$ cat src/rtl/klvls_pkg.sv
// klvls_pkg: types, phase and stop codes and default sizes for the klv local-set parser
// depends on nothing; used by klvls_parse, klv_local_set_parser_core and the bench
`timescale 1ns / 1ps
`default_nettype none

package klvls_pkg;

  // default sizes, handed to the top level parameters
  localparam int LENGTH_BITS_DEF   = 16;
  localparam int MAX_BER_BYTES_DEF = 4;

  // ber length byte layout
  localparam int BER_LONG_BIT = 7;
  localparam logic [6:0] BER_COUNT_MASK = 7'h7F;

  // a tag needs at least this many bytes left, tag byte included
  localparam int MIN_TAG_BYTES = 4;

  typedef enum logic [2:0] {
    PH_TAG,
    PH_LEN_FIRST,
    PH_LEN_MORE,
    PH_VALUE,
    PH_STOPPED
  } phase_t;

  typedef enum logic [1:0] {
    STOP_NONE,
    STOP_SHORT_TAG,
    STOP_BER_LONG,
    STOP_OVERRUN
  } stop_t;

  typedef struct packed {
    logic [7:0]  data_byte;
    logic        first_byte;
    logic [15:0] packet_length;
  } in_item_t;

  typedef struct packed {
    logic [7:0]  tag;
    logic [7:0]  value_byte;
    logic        value_valid;
    logic [15:0] value_index;
    logic [15:0] value_length;
    logic        first_of_value;
    logic        last_of_value;
    logic        empty_value;
    logic        packet_done;
    logic [15:0] leftover_bytes;
    logic [1:0]  stop_reason;
  } out_item_t;

endpackage

`default_nettype wire

$ cat src/rtl/klvls_stream_if.sv
// klvls_stream_if: valid/ready channel carrying one payload struct per request
// payload type is a parameter; types come from klvls_pkg at the instance
`timescale 1ns / 1ps
`default_nettype none

interface klvls_stream_if #(
  parameter type T = logic
);
  logic valid;
  logic ready;
  T     payload;

  modport source (output valid, output payload, input ready);
  modport sink   (input valid, input payload, output ready);
endinterface

`default_nettype wire

$ cat src/rtl/klvls_stage.sv
// klvls_stage: one pipeline register on a valid/ready channel
// depends on klvls_stream_if
`timescale 1ns / 1ps
`default_nettype none

module klvls_stage (
  input  wire logic    clk,
  input  wire logic    rst,
  klvls_stream_if.sink   up,
  klvls_stream_if.source down
);
  logic full;

  // takes a new request when empty or when the held one leaves in the same cycle
  assign up.ready   = !full || down.ready;
  assign down.valid = full;

  always_ff @(posedge clk) begin
    if (rst) begin
      full <= 1'b0;
    end else if (up.ready) begin
      full <= up.valid;
    end
  end

  always_ff @(posedge clk) begin
    if (up.valid && up.ready) begin
      down.payload <= up.payload;
    end
  end
endmodule

`default_nettype wire

$ cat src/rtl/klvls_parse.sv
// klvls_parse: parser state registers and the per-byte next-state and result logic
// depends on klvls_pkg and klvls_stream_if
`timescale 1ns / 1ps
`default_nettype none

module klvls_parse #(
  parameter int LENGTH_BITS   = klvls_pkg::LENGTH_BITS_DEF,
  parameter int MAX_BER_BYTES = klvls_pkg::MAX_BER_BYTES_DEF
) (
  input  wire logic    clk,
  input  wire logic    rst,
  klvls_stream_if.sink   staged,
  klvls_stream_if.source res
);
  import klvls_pkg::*;

  localparam int LB    = LENGTH_BITS;
  localparam int ACC_W = 8 * MAX_BER_BYTES;
  localparam int CMP_W = (ACC_W > LB) ? ACC_W : LB;

  phase_t           phase, phase_next;
  logic [LB-1:0]    remaining, remaining_next;
  logic [7:0]       cur_tag, cur_tag_next;
  logic [ACC_W-1:0] acc, acc_next;
  logic [2:0]       len_left, len_left_next;
  logic [LB-1:0]    vpos, vpos_next;
  stop_t            stop, stop_next;
  logic [LB-1:0]    held, held_next;
  logic [LB-1:0]    trip, trip_next;

  in_item_t   item;
  out_item_t  result;
  logic       emit;
  logic       step;
  logic       len_check;
  logic [LB-1:0] after;
  logic [6:0] ber_count;

  assign item          = staged.payload;
  assign step          = staged.valid && res.ready;
  assign staged.ready  = res.ready;
  assign res.valid     = staged.valid && emit;
  assign res.payload   = result;
  assign ber_count     = item.data_byte[6:0] & BER_COUNT_MASK;

  always_comb begin
    phase_next     = phase;
    remaining_next = remaining;
    cur_tag_next   = cur_tag;
    acc_next       = acc;
    len_left_next  = len_left;
    vpos_next      = vpos;
    stop_next      = stop;
    held_next      = held;
    trip_next      = trip;
    result         = '0;
    emit           = 1'b0;
    len_check      = 1'b0;
    after          = '0;

    // first byte restarts the packet, even one still open
    if (item.first_byte) begin
      remaining_next = LB'(item.packet_length);
      phase_next     = PH_TAG;
      stop_next      = STOP_NONE;
      held_next      = '0;
      acc_next       = '0;
      len_left_next  = '0;
      vpos_next      = '0;
      trip_next      = '0;
    end

    if (remaining_next != '0) begin
      after          = remaining_next - LB'(1);
      remaining_next = after;

      unique case (phase_next)
        PH_TAG: begin
          if (CMP_W'(remaining_next) + CMP_W'(1) < CMP_W'(MIN_TAG_BYTES)) begin
            stop_next  = STOP_SHORT_TAG;
            held_next  = after + LB'(1);
            phase_next = PH_STOPPED;
          end else begin
            cur_tag_next = item.data_byte;
            trip_next    = after + LB'(1);
            phase_next   = PH_LEN_FIRST;
          end
        end
        PH_LEN_FIRST: begin
          if (!item.data_byte[BER_LONG_BIT]) begin
            acc_next  = ACC_W'(item.data_byte);
            len_check = 1'b1;
          end else if (32'(ber_count) > 32'(MAX_BER_BYTES)) begin
            stop_next  = STOP_BER_LONG;
            held_next  = trip_next;
            phase_next = PH_STOPPED;
          end else if (LB'(ber_count) > after) begin
            stop_next  = STOP_OVERRUN;
            held_next  = trip_next;
            phase_next = PH_STOPPED;
          end else if (ber_count == '0) begin
            acc_next  = '0;
            len_check = 1'b1;
          end else begin
            acc_next      = '0;
            len_left_next = ber_count[2:0];
            phase_next    = PH_LEN_MORE;
          end
        end
        PH_LEN_MORE: begin
          acc_next = ACC_W'({acc_next, item.data_byte});
          if (len_left_next != '0) begin
            len_left_next = len_left_next - 3'd1;
          end
          len_check = (len_left_next == '0);
        end
        PH_VALUE: begin
          result.tag            = cur_tag_next;
          result.value_byte     = item.data_byte;
          result.value_valid    = 1'b1;
          result.value_index    = 16'(vpos_next);
          result.value_length   = 16'(acc_next);
          result.first_of_value = (vpos_next == '0);
          vpos_next             = vpos_next + LB'(1);
          if (CMP_W'(vpos_next) >= CMP_W'(acc_next)) begin
            result.last_of_value = 1'b1;
            phase_next           = PH_TAG;
          end
          emit = 1'b1;
        end
        default: begin
          phase_next = PH_STOPPED;
        end
      endcase

      // length fully decoded: check it fits, then empty triplet or value bytes
      if (len_check) begin
        if (CMP_W'(acc_next) > CMP_W'(after)) begin
          stop_next  = STOP_OVERRUN;
          held_next  = trip_next;
          phase_next = PH_STOPPED;
        end else if (acc_next == '0) begin
          result.tag           = cur_tag_next;
          result.last_of_value = 1'b1;
          result.empty_value   = 1'b1;
          phase_next           = PH_TAG;
          emit                 = 1'b1;
        end else begin
          vpos_next  = '0;
          phase_next = PH_VALUE;
        end
      end

      // final byte of the packet
      if (after == '0) begin
        result.packet_done = 1'b1;
        if (phase_next == PH_STOPPED) begin
          result.leftover_bytes = 16'(held_next);
          result.stop_reason    = stop_next;
        end
        phase_next = PH_TAG;
        emit       = 1'b1;
      end
    end
  end

  always_ff @(posedge clk) begin
    if (rst) begin
      phase     <= PH_TAG;
      remaining <= '0;
      cur_tag   <= '0;
      acc       <= '0;
      len_left  <= '0;
      vpos      <= '0;
      stop      <= STOP_NONE;
      held      <= '0;
      trip      <= '0;
    end else if (step) begin
      phase     <= phase_next;
      remaining <= remaining_next;
      cur_tag   <= cur_tag_next;
      acc       <= acc_next;
      len_left  <= len_left_next;
      vpos      <= vpos_next;
      stop      <= stop_next;
      held      <= held_next;
      trip      <= trip_next;
    end
  end
endmodule

`default_nettype wire

$ cat src/rtl/klv_local_set_parser_core.sv
// klv_local_set_parser_core: top level of the klv local-set triplet parser
// depends on klvls_pkg, klvls_stream_if, klvls_stage and klvls_parse
`timescale 1ns / 1ps
`default_nettype none

// channel   dir  payload                      request
// bytes     in   klvls_pkg::in_item_t         one byte of a packet value field
// results   out  klvls_pkg::out_item_t        one value byte, empty mark or packet end
//
// one byte per cycle sustained while results is not stalled; a byte is taken
// into the input register, parsed from there and its result (if any) is written
// to the output register, so results.valid comes from the output register;
// the parse state is updated once per accepted byte, which sets the rate
// rst (synchronous) empties both registers and returns the parser to the tag
// phase with no packet open
// a stall on results backs up through the output register into the input
// register; bytes that give no result still wait for a free output slot

module klv_local_set_parser_core #(
  parameter int LENGTH_BITS   = klvls_pkg::LENGTH_BITS_DEF,
  parameter int MAX_BER_BYTES = klvls_pkg::MAX_BER_BYTES_DEF
) (
  input  wire logic    clk,
  input  wire logic    rst,
  klvls_stream_if.sink   bytes,
  klvls_stream_if.source results
);
  import klvls_pkg::*;

  // input register to parser
  klvls_stream_if #(.T(in_item_t))  staged ();
  // parser to output register
  klvls_stream_if #(.T(out_item_t)) parsed ();

  klvls_stage u_in_stage (
    .clk  (clk),
    .rst  (rst),
    .up   (bytes),
    .down (staged)
  );

  // phase machine: tag, first length byte, long length bytes, value, stopped
  klvls_parse #(
    .LENGTH_BITS   (LENGTH_BITS),
    .MAX_BER_BYTES (MAX_BER_BYTES)
  ) u_parse (
    .clk    (clk),
    .rst    (rst),
    .staged (staged),
    .res    (parsed)
  );

  klvls_stage u_out_stage (
    .clk  (clk),
    .rst  (rst),
    .up   (parsed),
    .down (results)
  );
endmodule

`default_nettype wire

$ cat src/flat_wrapper.sv
// flat-port wrapper written by rule: the top's interface ports become plain ports
module klv_local_set_parser_core_flat import klvls_pkg::*;
#(
  parameter int LENGTH_BITS   = klvls_pkg::LENGTH_BITS_DEF,
  parameter int MAX_BER_BYTES = klvls_pkg::MAX_BER_BYTES_DEF
)
  (clk, rst, bytes_valid, bytes_payload, bytes_ready, results_valid, results_payload, results_ready);
  klvls_stream_if #(.T(in_item_t)) bytes_i ();
  klvls_stream_if #(.T(out_item_t)) results_i ();
  input  wire logic clk;
  input  wire logic rst;
  input wire logic [$bits(bytes_i.valid)-1:0] bytes_valid;
  input wire logic [$bits(bytes_i.payload)-1:0] bytes_payload;
  output wire logic [$bits(bytes_i.ready)-1:0] bytes_ready;
  output wire logic [$bits(results_i.valid)-1:0] results_valid;
  output wire logic [$bits(results_i.payload)-1:0] results_payload;
  input wire logic [$bits(results_i.ready)-1:0] results_ready;
  assign bytes_i.valid = bytes_valid;
  assign bytes_i.payload = bytes_payload;
  assign bytes_ready = bytes_i.ready;
  assign results_valid = results_i.valid;
  assign results_payload = results_i.payload;
  assign results_i.ready = results_ready;
  klv_local_set_parser_core #(.LENGTH_BITS(LENGTH_BITS), .MAX_BER_BYTES(MAX_BER_BYTES)) u_core (.clk(clk), .rst(rst), .bytes(bytes_i), .results(results_i));
endmodule
$ cat config.mk
export PLATFORM = sky130hd
export DESIGN_NAME = klv_local_set_parser_core_flat
export DESIGN_NICKNAME = d
export VERILOG_FILES = /design/src/rtl/klvls_pkg.sv /design/src/rtl/klvls_stream_if.sv /design/src/rtl/klvls_stage.sv /design/src/rtl/klvls_parse.sv /design/src/rtl/klv_local_set_parser_core.sv /design/src/flat_wrapper.sv
export SDC_FILE = /design/constraint.sdc
export NUM_CORES = 1
export LEC_CHECK = 0
export CORE_MARGIN = 2
export CORE_UTILIZATION = 54
export CTS_CLUSTER_SIZE = 16
export DETAILED_ROUTE_END_ITERATION = 12
export DONT_BUFFER_PORTS = 1
export PLACE_DENSITY = 0.69
export SLEW_MARGIN = 40
export SYNTH_ARGS = -nofsm -noshare
export SYNTH_HDL_FRONTEND = slang
export SYNTH_SLANG_ARGS = --single-unit
$ cat constraint.sdc
create_clock -name clk -period 26 [get_ports clk]
set_clock_uncertainty 0.05 [all_clocks]
set_input_delay 3.9 -clock clk [delete_from_list [all_inputs] [get_ports clk]]
set_output_delay 3.9 -clock clk [all_outputs]
set_load 0.02 [all_outputs]
==> flow_metrics.env, run 1 <==
export IMPL_slowest_delay_ns=0.67
export IMPL_grt_overflow_total=0
export IMPL_rsz0062_at_grt="no"
export IMPL_synth_area_um2=12300
export IMPL_ys_seq_elements=210
export IMPL_first_pass_iters=6
export IMPL_holdCritStartpoint="u_core.u_parse.cur_tag[6]"
export IMPL_max_slew_worst_pin_slew_ns=0.829
export IMPL_clk_pin_slew_ns=0.06
export IMPL_cts_max_path_buffers=3
export IMPL_p_leak_nw=4.83
export IMPL_status="complete, no violations"
export IMPL_num_nets_final=1424
export IMPL_initialDrtViolationCount=1193
export IMPL_max_cap_violations=0
export IMPL_finalSetupViolCount=0
export IMPL_max_freq_mhz=111
export IMPL_syn_num_nets=1460
export IMPL_yosysSeqAreaShare_pct=42.1
export IMPL_syn_area_per_cell_um2=8.85
export IMPL_startpoint="u_core.u_in_stage.down.payload[16]"
export IMPL_setup_worst_path_start_class="flip-flop"
export IMPL_ioPinCount=102
export IMPL_post_route_util_pct=59.1
export IMPL_die_area_um2=23900
export IMPL_place_hpwl_mm=26.2
export IMPL_hold_buffers=0
export IMPL_powerDensity_nw_per_um2=63.1
export IMPL_fin_crit_sh_pct=34.5
export IMPL_slew_violations=0
export IMPL_ir_worst_vdd_v=0.0000596
export IMPL_cts_buffers=24
export IMPL_criticalPathCategory="flip-flop to flip-flop"
export IMPL_start_util_pct=54.6
export IMPL_viasPerCell=6.57
export IMPL_critPathBufInv=3
export IMPL_htree_levels=1
export IMPL_grt_usage_pct=30.8
export IMPL_synth_distinct_cells=93
export IMPL_min_period_ns=8.97
export IMPL_grt_pass1_wl_mm=58.4
export IMPL_grt_pass1_vias=10300
export IMPL_synth_edff_count=96
export IMPL_finalHoldViolations=0
export IMPL_r2r_start="u_core.u_in_stage.down.payload[16]"
export IMPL_cp_slowest_cell="a2111oi_0"
export IMPL_end_kind="flip-flop"
export IMPL_clock_latency_ns=0.53
export IMPL_cts_repair_resized=0
export IMPL_core_area_um2=22400
export IMPL_core_rowCount=55
export IMPL_clockRootBuffer="clkbuf_16"
export IMPL_critPathRequiredTime_ns=26.12
export IMPL_fin_hold_ws_ns=0.397
export IMPL_vias=10900
export IMPL_areaGrowthSynthToFinish_pct=8.12
export IMPL_dieHeight_um=155
export IMPL_post_cts_repair_setup_buffers=0
export IMPL_yosys_warnings=0
export IMPL_yosys_top_cells_area="edfxtp_1, dfxtp_1, ha_1, nor2_1, nand2_1"
export IMPL_drc=0
export IMPL_tns_ns=0
export IMPL_async_flop_share_pct=0
export IMPL_ant_nets=0
export IMPL_wl_per_cell_um=22.5
export IMPL_syn_inst=1385
export IMPL_antenna_found_initial=0
export IMPL_die_width_um=155
export IMPL_routed_wl_mm=37.1
export IMPL_synth_top_cell_area_share_pct=23.5
export IMPL_hold_path_class="flip-flop to flip-flop"
export IMPL_cts_tree="done"
export IMPL_grt_max_degree=77
export IMPL_synth_area_leader_cell="edfxtp_1"
export IMPL_gp_congestion=0.974
export IMPL_crit_fanout=63
export IMPL_ys_flop_type="dfxtp_1"
export IMPL_diodes=0
export IMPL_critPathTopFamily="compound AO/OA/AOI/OAI gates"
export IMPL_cp_arrival_ns=9.09
export IMPL_cts_sinks=210
export IMPL_drive_gt1_share_pct=7.75
export IMPL_portBuffers=0
export IMPL_slew_headroom_pct=44.3
state kept, by name (all words and copies together), names as in the netlist, 2 cells and up:
signal / cells
u_core.u_in_stage.down.payload: 25
u_core.u_out_stage.down.payload: 71
u_core.u_parse.acc: 32
u_core.u_parse.cur_tag: 8
u_core.u_parse.held: 16
u_core.u_parse.len_left: 3
u_core.u_parse.phase: 3
u_core.u_parse.remaining: 16
u_core.u_parse.stop: 2
u_core.u_parse.trip: 16
u_core.u_parse.vpos: 16
routing by layer:
layer / global-route usage [%] / wire, um / part of all wire, % / vias up
met1: 40.6 / 15100 / 41 / 5156
met4: 12.7 / 1740 / 4.7 / 0
li1: - / - / - / 5048
met5: 0 / 0 / 0 / -
met2: 51.0 / 17200 / 46 / 532
met3: 4.48 / 3020 / 8.1 / 115
report_power, final:
group	switching, mW	total [mW]	internal [mW]
clock network	0.143	0.341	0.198
logic	0.0862	0.129	0.0432
registers	0.0133	0.366	0.353
total	0.243	0.837	0.594
worst paths after layout:
check	endpoint	slack, ns	depth (start not counted)
min reg2reg	u_core.u_parse.cur_tag[6]	0.40	2
min	u_core.u_parse.cur_tag[6]	0.40	2
max	u_core.u_out_stage.down.payload[51]	17.03	26
max reg2reg	u_core.u_out_stage.down.payload[51]	17.03	26
cell usage after synthesis (9+ instances only):
| cell | n |
|---|---|
| a22o_1 | 9 |
| or3_1 | 14 |
| inv_1 | 35 |
| o21ai_0 | 69 |
| a21oi_1 | 97 |
| o31ai_1 | 9 |
| a32oi_1 | 9 |
| a31oi_1 | 14 |
| a32o_1 | 9 |
| nor2b_1 | 21 |
| ha_1 | 46 |
| a211oi_1 | 9 |
| a22oi_1 | 38 |
| xnor2_1 | 32 |
| o211ai_1 | 11 |
| nand2b_1 | 15 |
| mux2i_1 | 16 |
| and3_1 | 16 |
| edfxtp_1 | 96 |
| clkbuf_1 | 60 |
| buf_1 | 11 |
| nand4_1 | 13 |
| and2_1 | 19 |
| nor3_1 | 47 |
| a21o_1 | 20 |
| nor4_1 | 17 |
| nor2_1 | 153 |
| nand2_1 | 147 |
| nand3_1 | 46 |
| or4_1 | 9 |
| dfxtp_1 | 114 |
kinds of logic after synthesis:
family | count (synthesis) | synth area share (%)
buf+inv | 123 | 4.07
simple gates | 558 | 22.5
compound gates | 380 | 21.1
xor+xnor | 43 | 3.31
mux | 25 | 2.15
flops | 210 | 42.1
fa+ha+maj | 46 | 4.69
through the flow:
step | setup slack (ns) | instances | total power, mW | instance area (um^2)
final | 17.03 | 1652 | 0.837 | 13300
after global routing | 16.20 | 1652 | 0.866 | 13300
after CTS | 17.13 | 1652 | 0.839 | 13300
after detailed placement | 17.14 | 1608 | 0.499 | 12500
after global placement | 17.13 | 1607 | 0.497 | 12400
after floorplan | 14.82 | 1385 | 0.462 | 12300
final cells by class:
class | instances | area [um^2]
Clock buffer | 27 | 633
Sequential cell | 210 | 5160
Timing Repair Buffer | 21 | 165
Tap cell | 285 | 357
Inverter | 40 | 150
Clock inverter | 17 | 169
Fill cell | 2024 | 9180
Multi-Input combinational cell | 1052 | 6620
tightest hold or removal path, stage by stage (launching register included):
cell	delay (ns)
dfxtp_1	0.31
nand2_1	0.05
a21oi_1	0.05
cell usage in the layout (no fill, tap or decap), drive strengths merged, types with 21 or more instances in the layout:
| cell type | netlist | final |
|---|---|---|
| a21oi | 98 | 98 |
| a22oi | 39 | 39 |
| buf | 23 | 21 |
| clkbuf | 60 | 27 |
| dfxtp | 114 | 114 |
| edfxtp | 96 | 96 |
| ha | 46 | 46 |
| inv | 38 | 41 |
| nand2 | 148 | 148 |
| nand3 | 47 | 47 |
| nor2 | 153 | 153 |
| nor2b | 21 | 21 |
| nor3 | 51 | 51 |
| o21ai | 73 | 73 |
| xnor2 | 33 | 33 |
Note: power is estimated with default switching activity, not from simulation.
==> run 2, diff against run 1 <==
--- a/config.mk
+++ b/config.mk
@@ -10,7 +10,7 @@
 export CTS_CLUSTER_SIZE = 16
 export DETAILED_ROUTE_END_ITERATION = 12
 export DONT_BUFFER_PORTS = 1
-export PLACE_DENSITY = 0.69
+export PLACE_DENSITY = 0.72
 export SLEW_MARGIN = 40
 export SYNTH_ARGS = -nofsm -noshare
 export SYNTH_HDL_FRONTEND = slang
==> constraint.sdc (replaced) <==
create_clock -name clk -period 7.45 [get_ports clk]
set_clock_uncertainty 0.05 [all_clocks]
set_input_delay 1.1175 -clock clk [delete_from_list [all_inputs] [get_ports clk]]
set_output_delay 1.1175 -clock clk [all_outputs]
set_load 0.02 [all_outputs]
==> run 2 against run 1 <==
Critical endpoint is now u_core.u_parse.vpos[15]. Wire length grew 1.1%. Worst setup slack got worse by 16 ns. Maximum frequency grew 30%. Register-to-register slack worse by 16 ns. Critical path type unchanged. Sequential power grew to 3.5 times the previous value. Count of clock-buffer cells in the layout rose by 5. Non-clock buffer count rose by 6. Sequential share of layout area down 0.37 points. Sequential cell count did not move. Via count grew 0.82%. Global-route usage is essentially flat. Combinational power rose to 3.7 times the previous value.
==> flow_metrics.env, run 2 (synthesis gave the netlist of run 1 again) <==
export IMPL_min_period_ns=6.92
export IMPL_cts_max_path_buffers=3
export IMPL_num_nets_final=1429
export IMPL_tns_ns=0
export IMPL_finalHoldViolations=0
export IMPL_rsz0062_at_grt="no"
export IMPL_max_freq_mhz=145
export IMPL_grt_max_degree=77
export IMPL_cts_buffers=23
export IMPL_wl_per_cell_um=22.7
export IMPL_fin_hold_ws_ns=0.395
export IMPL_finalSetupViolCount=0
export IMPL_layout_common_cells="nor2_1, nand2_1, dfxtp_1"
export IMPL_powerDensity_nw_per_um2=215
export IMPL_portBuffers=0
export IMPL_p_leak_nw=4.87
export IMPL_routed_wl_mm=37.5
export IMPL_antenna_found_initial=0
export IMPL_ant_nets=0
export IMPL_ioPinCount=102
export IMPL_diodes=0
export IMPL_largest_reg_flops=71
export IMPL_fin_crit_sh_pct=92.8
export IMPL_ir_worst_vdd_v=0.000163
export IMPL_criticalPathCategory="flip-flop to flip-flop"
export IMPL_cp_arrival_ns=7.27
export IMPL_fin_ws_ns=0.534
export IMPL_drc=0
export IMPL_gp_congestion=0.970
export IMPL_grt_pass1_vias=10200
export IMPL_viasPerCell=6.61
export IMPL_max_slew_worst_pin_slew_ns=0.836
export IMPL_core_area_um2=22400
export IMPL_drive_gt1_share_pct=9.27
export IMPL_dieHeight_um=155
export IMPL_die_area_um2=23900
export IMPL_clk_pin_slew_ns=0.06
export IMPL_end_kind="flip-flop"
export IMPL_die_width_um=155
export IMPL_critPathRequiredTime_ns=7.80
export IMPL_place_hpwl_mm=26.7
export IMPL_first_pass_iters=5
export IMPL_pre_cts_slack_ns=0.635
export IMPL_vias=10900
export IMPL_cts_repair_resized=0
export IMPL_slew_headroom_pct=44.2
export IMPL_slew_violations=0
export IMPL_cts_sinks=210
export IMPL_setup_worst_path_start_class="flip-flop"
export IMPL_htree_levels=1
export IMPL_post_route_util_pct=59.6
export IMPL_start_util_pct=54.6
export IMPL_hold_path_class="flip-flop to flip-flop"
export IMPL_initialDrtViolationCount=1141
export IMPL_top_register="u_core.u_out_stage.down.payload"
export IMPL_core_rowCount=55
export IMPL_clock_latency_ns=0.53
export IMPL_post_cts_repair_setup_buffers=0
export IMPL_hold_buffers=0
export IMPL_areaGrowthSynthToFinish_pct=9.16
export IMPL_grt_pass1_wl_mm=58.2
export IMPL_grt_overflow_total=0
export IMPL_max_cap_violations=0
export IMPL_grt_usage_pct=30.8
export IMPL_mostFrequentLayoutCell="nor2_1"
export IMPL_status="complete, no violations"
export IMPL_crit_fanout=23
export IMPL_clockRootBuffer="clkbuf_16"
export IMPL_r2r_slack_ns=0.53
export IMPL_cts_tree="done"
export IMPL_top_regs="u_core.u_out_stage.down.payload: 71 flops, u_core.u_parse.acc: 32 flops, u_core.u_in_stage.down.payload: 25 flops"
run 2: changes by cell type in the layout (fill, tap and decap cells not counted), sizes merged:
cell | previous run | this run
buf | 21 | 27
clkbuf | 27 | 32
clkinv | 11 | 6
clkinvlp | 3 | 2
inv | 41 | 39
run 2: final cells by class:
| cell class | count | area [um^2] |
|---|---|---|
| Sequential cell | 210 | 5160 |
| Fill cell | 1973 | 9050 |
| Inverter | 40 | 153 |
| Multi-Input combinational cell | 1052 | 6760 |
| Tap cell | 285 | 357 |
| Timing Repair Buffer | 27 | 215 |
| Clock inverter | 9 | 104 |
| Clock buffer | 32 | 629 |
run 2: critical path, cell delays in order (launching register included):
cell and delay, ns:
edfxtp_1 0.56, buf_4 0.32, nor3b_1 0.41, o22ai_1 0.30, or4_1 0.62, nand2_2 0.16, nand4_1 0.27, or4_4 0.67
o21ai_4 0.09, buf_4 0.30, a21oi_2 0.12, a21oi_1 0.19, ha_1 0.28, a21o_1 0.18, a21o_1 0.18, a221oi_2 0.20
o21ai_1 0.12, a2111oi_2 0.45, o21a_2 0.30, nand3b_1 0.17, o211a_2 0.38, a21oi_2 0.31, o21ai_0 0.14
run 2: worst paths after layout:
| kind | startpoint | end | cells past startpoint |
|---|---|---|---|
| max | u_core.u_in_stage.down.payload[16] | u_core.u_parse.vpos[15] | 22 |
| min | u_core.u_parse.cur_tag[3] | u_core.u_parse.cur_tag[3] | 2 |
| max reg2reg | u_core.u_in_stage.down.payload[16] | u_core.u_parse.vpos[15] | 22 |
| min reg2reg | u_core.u_parse.cur_tag[3] | u_core.u_parse.cur_tag[3] | 2 |
run 2: layer usage:
layer	share of wire (%)	vias up	track usage [%]	wire (um)
met2	46	555	50.8	17300
met1	39	5187	38.5	14800
met3	8.0	120	5.18	3000
li1	-	5078	-	-
met5	0	-	0	0
met4	6.4	0	17.1	2400
run 2: report_power, final:
| part | internal [mW] | switching (mW) | leakage, nW |
|---|---|---|---|
| combinational | 0.164 | 0.316 | 2.64 |
| sequential | 1.23 | 0.0469 | 1.88 |
| clock | 0.659 | 0.464 | 0.355 |
run 2: metrics by stage:
stage                     instances  area [um^2]  total power [mW]
after floorplan                1385        12400              1.64
after global placement         1614        12600              1.77
after detailed placement       1614        12600              1.77
after CTS                      1655        13400              2.88
after global routing           1655        13400              2.98
final                          1655        13400              2.88
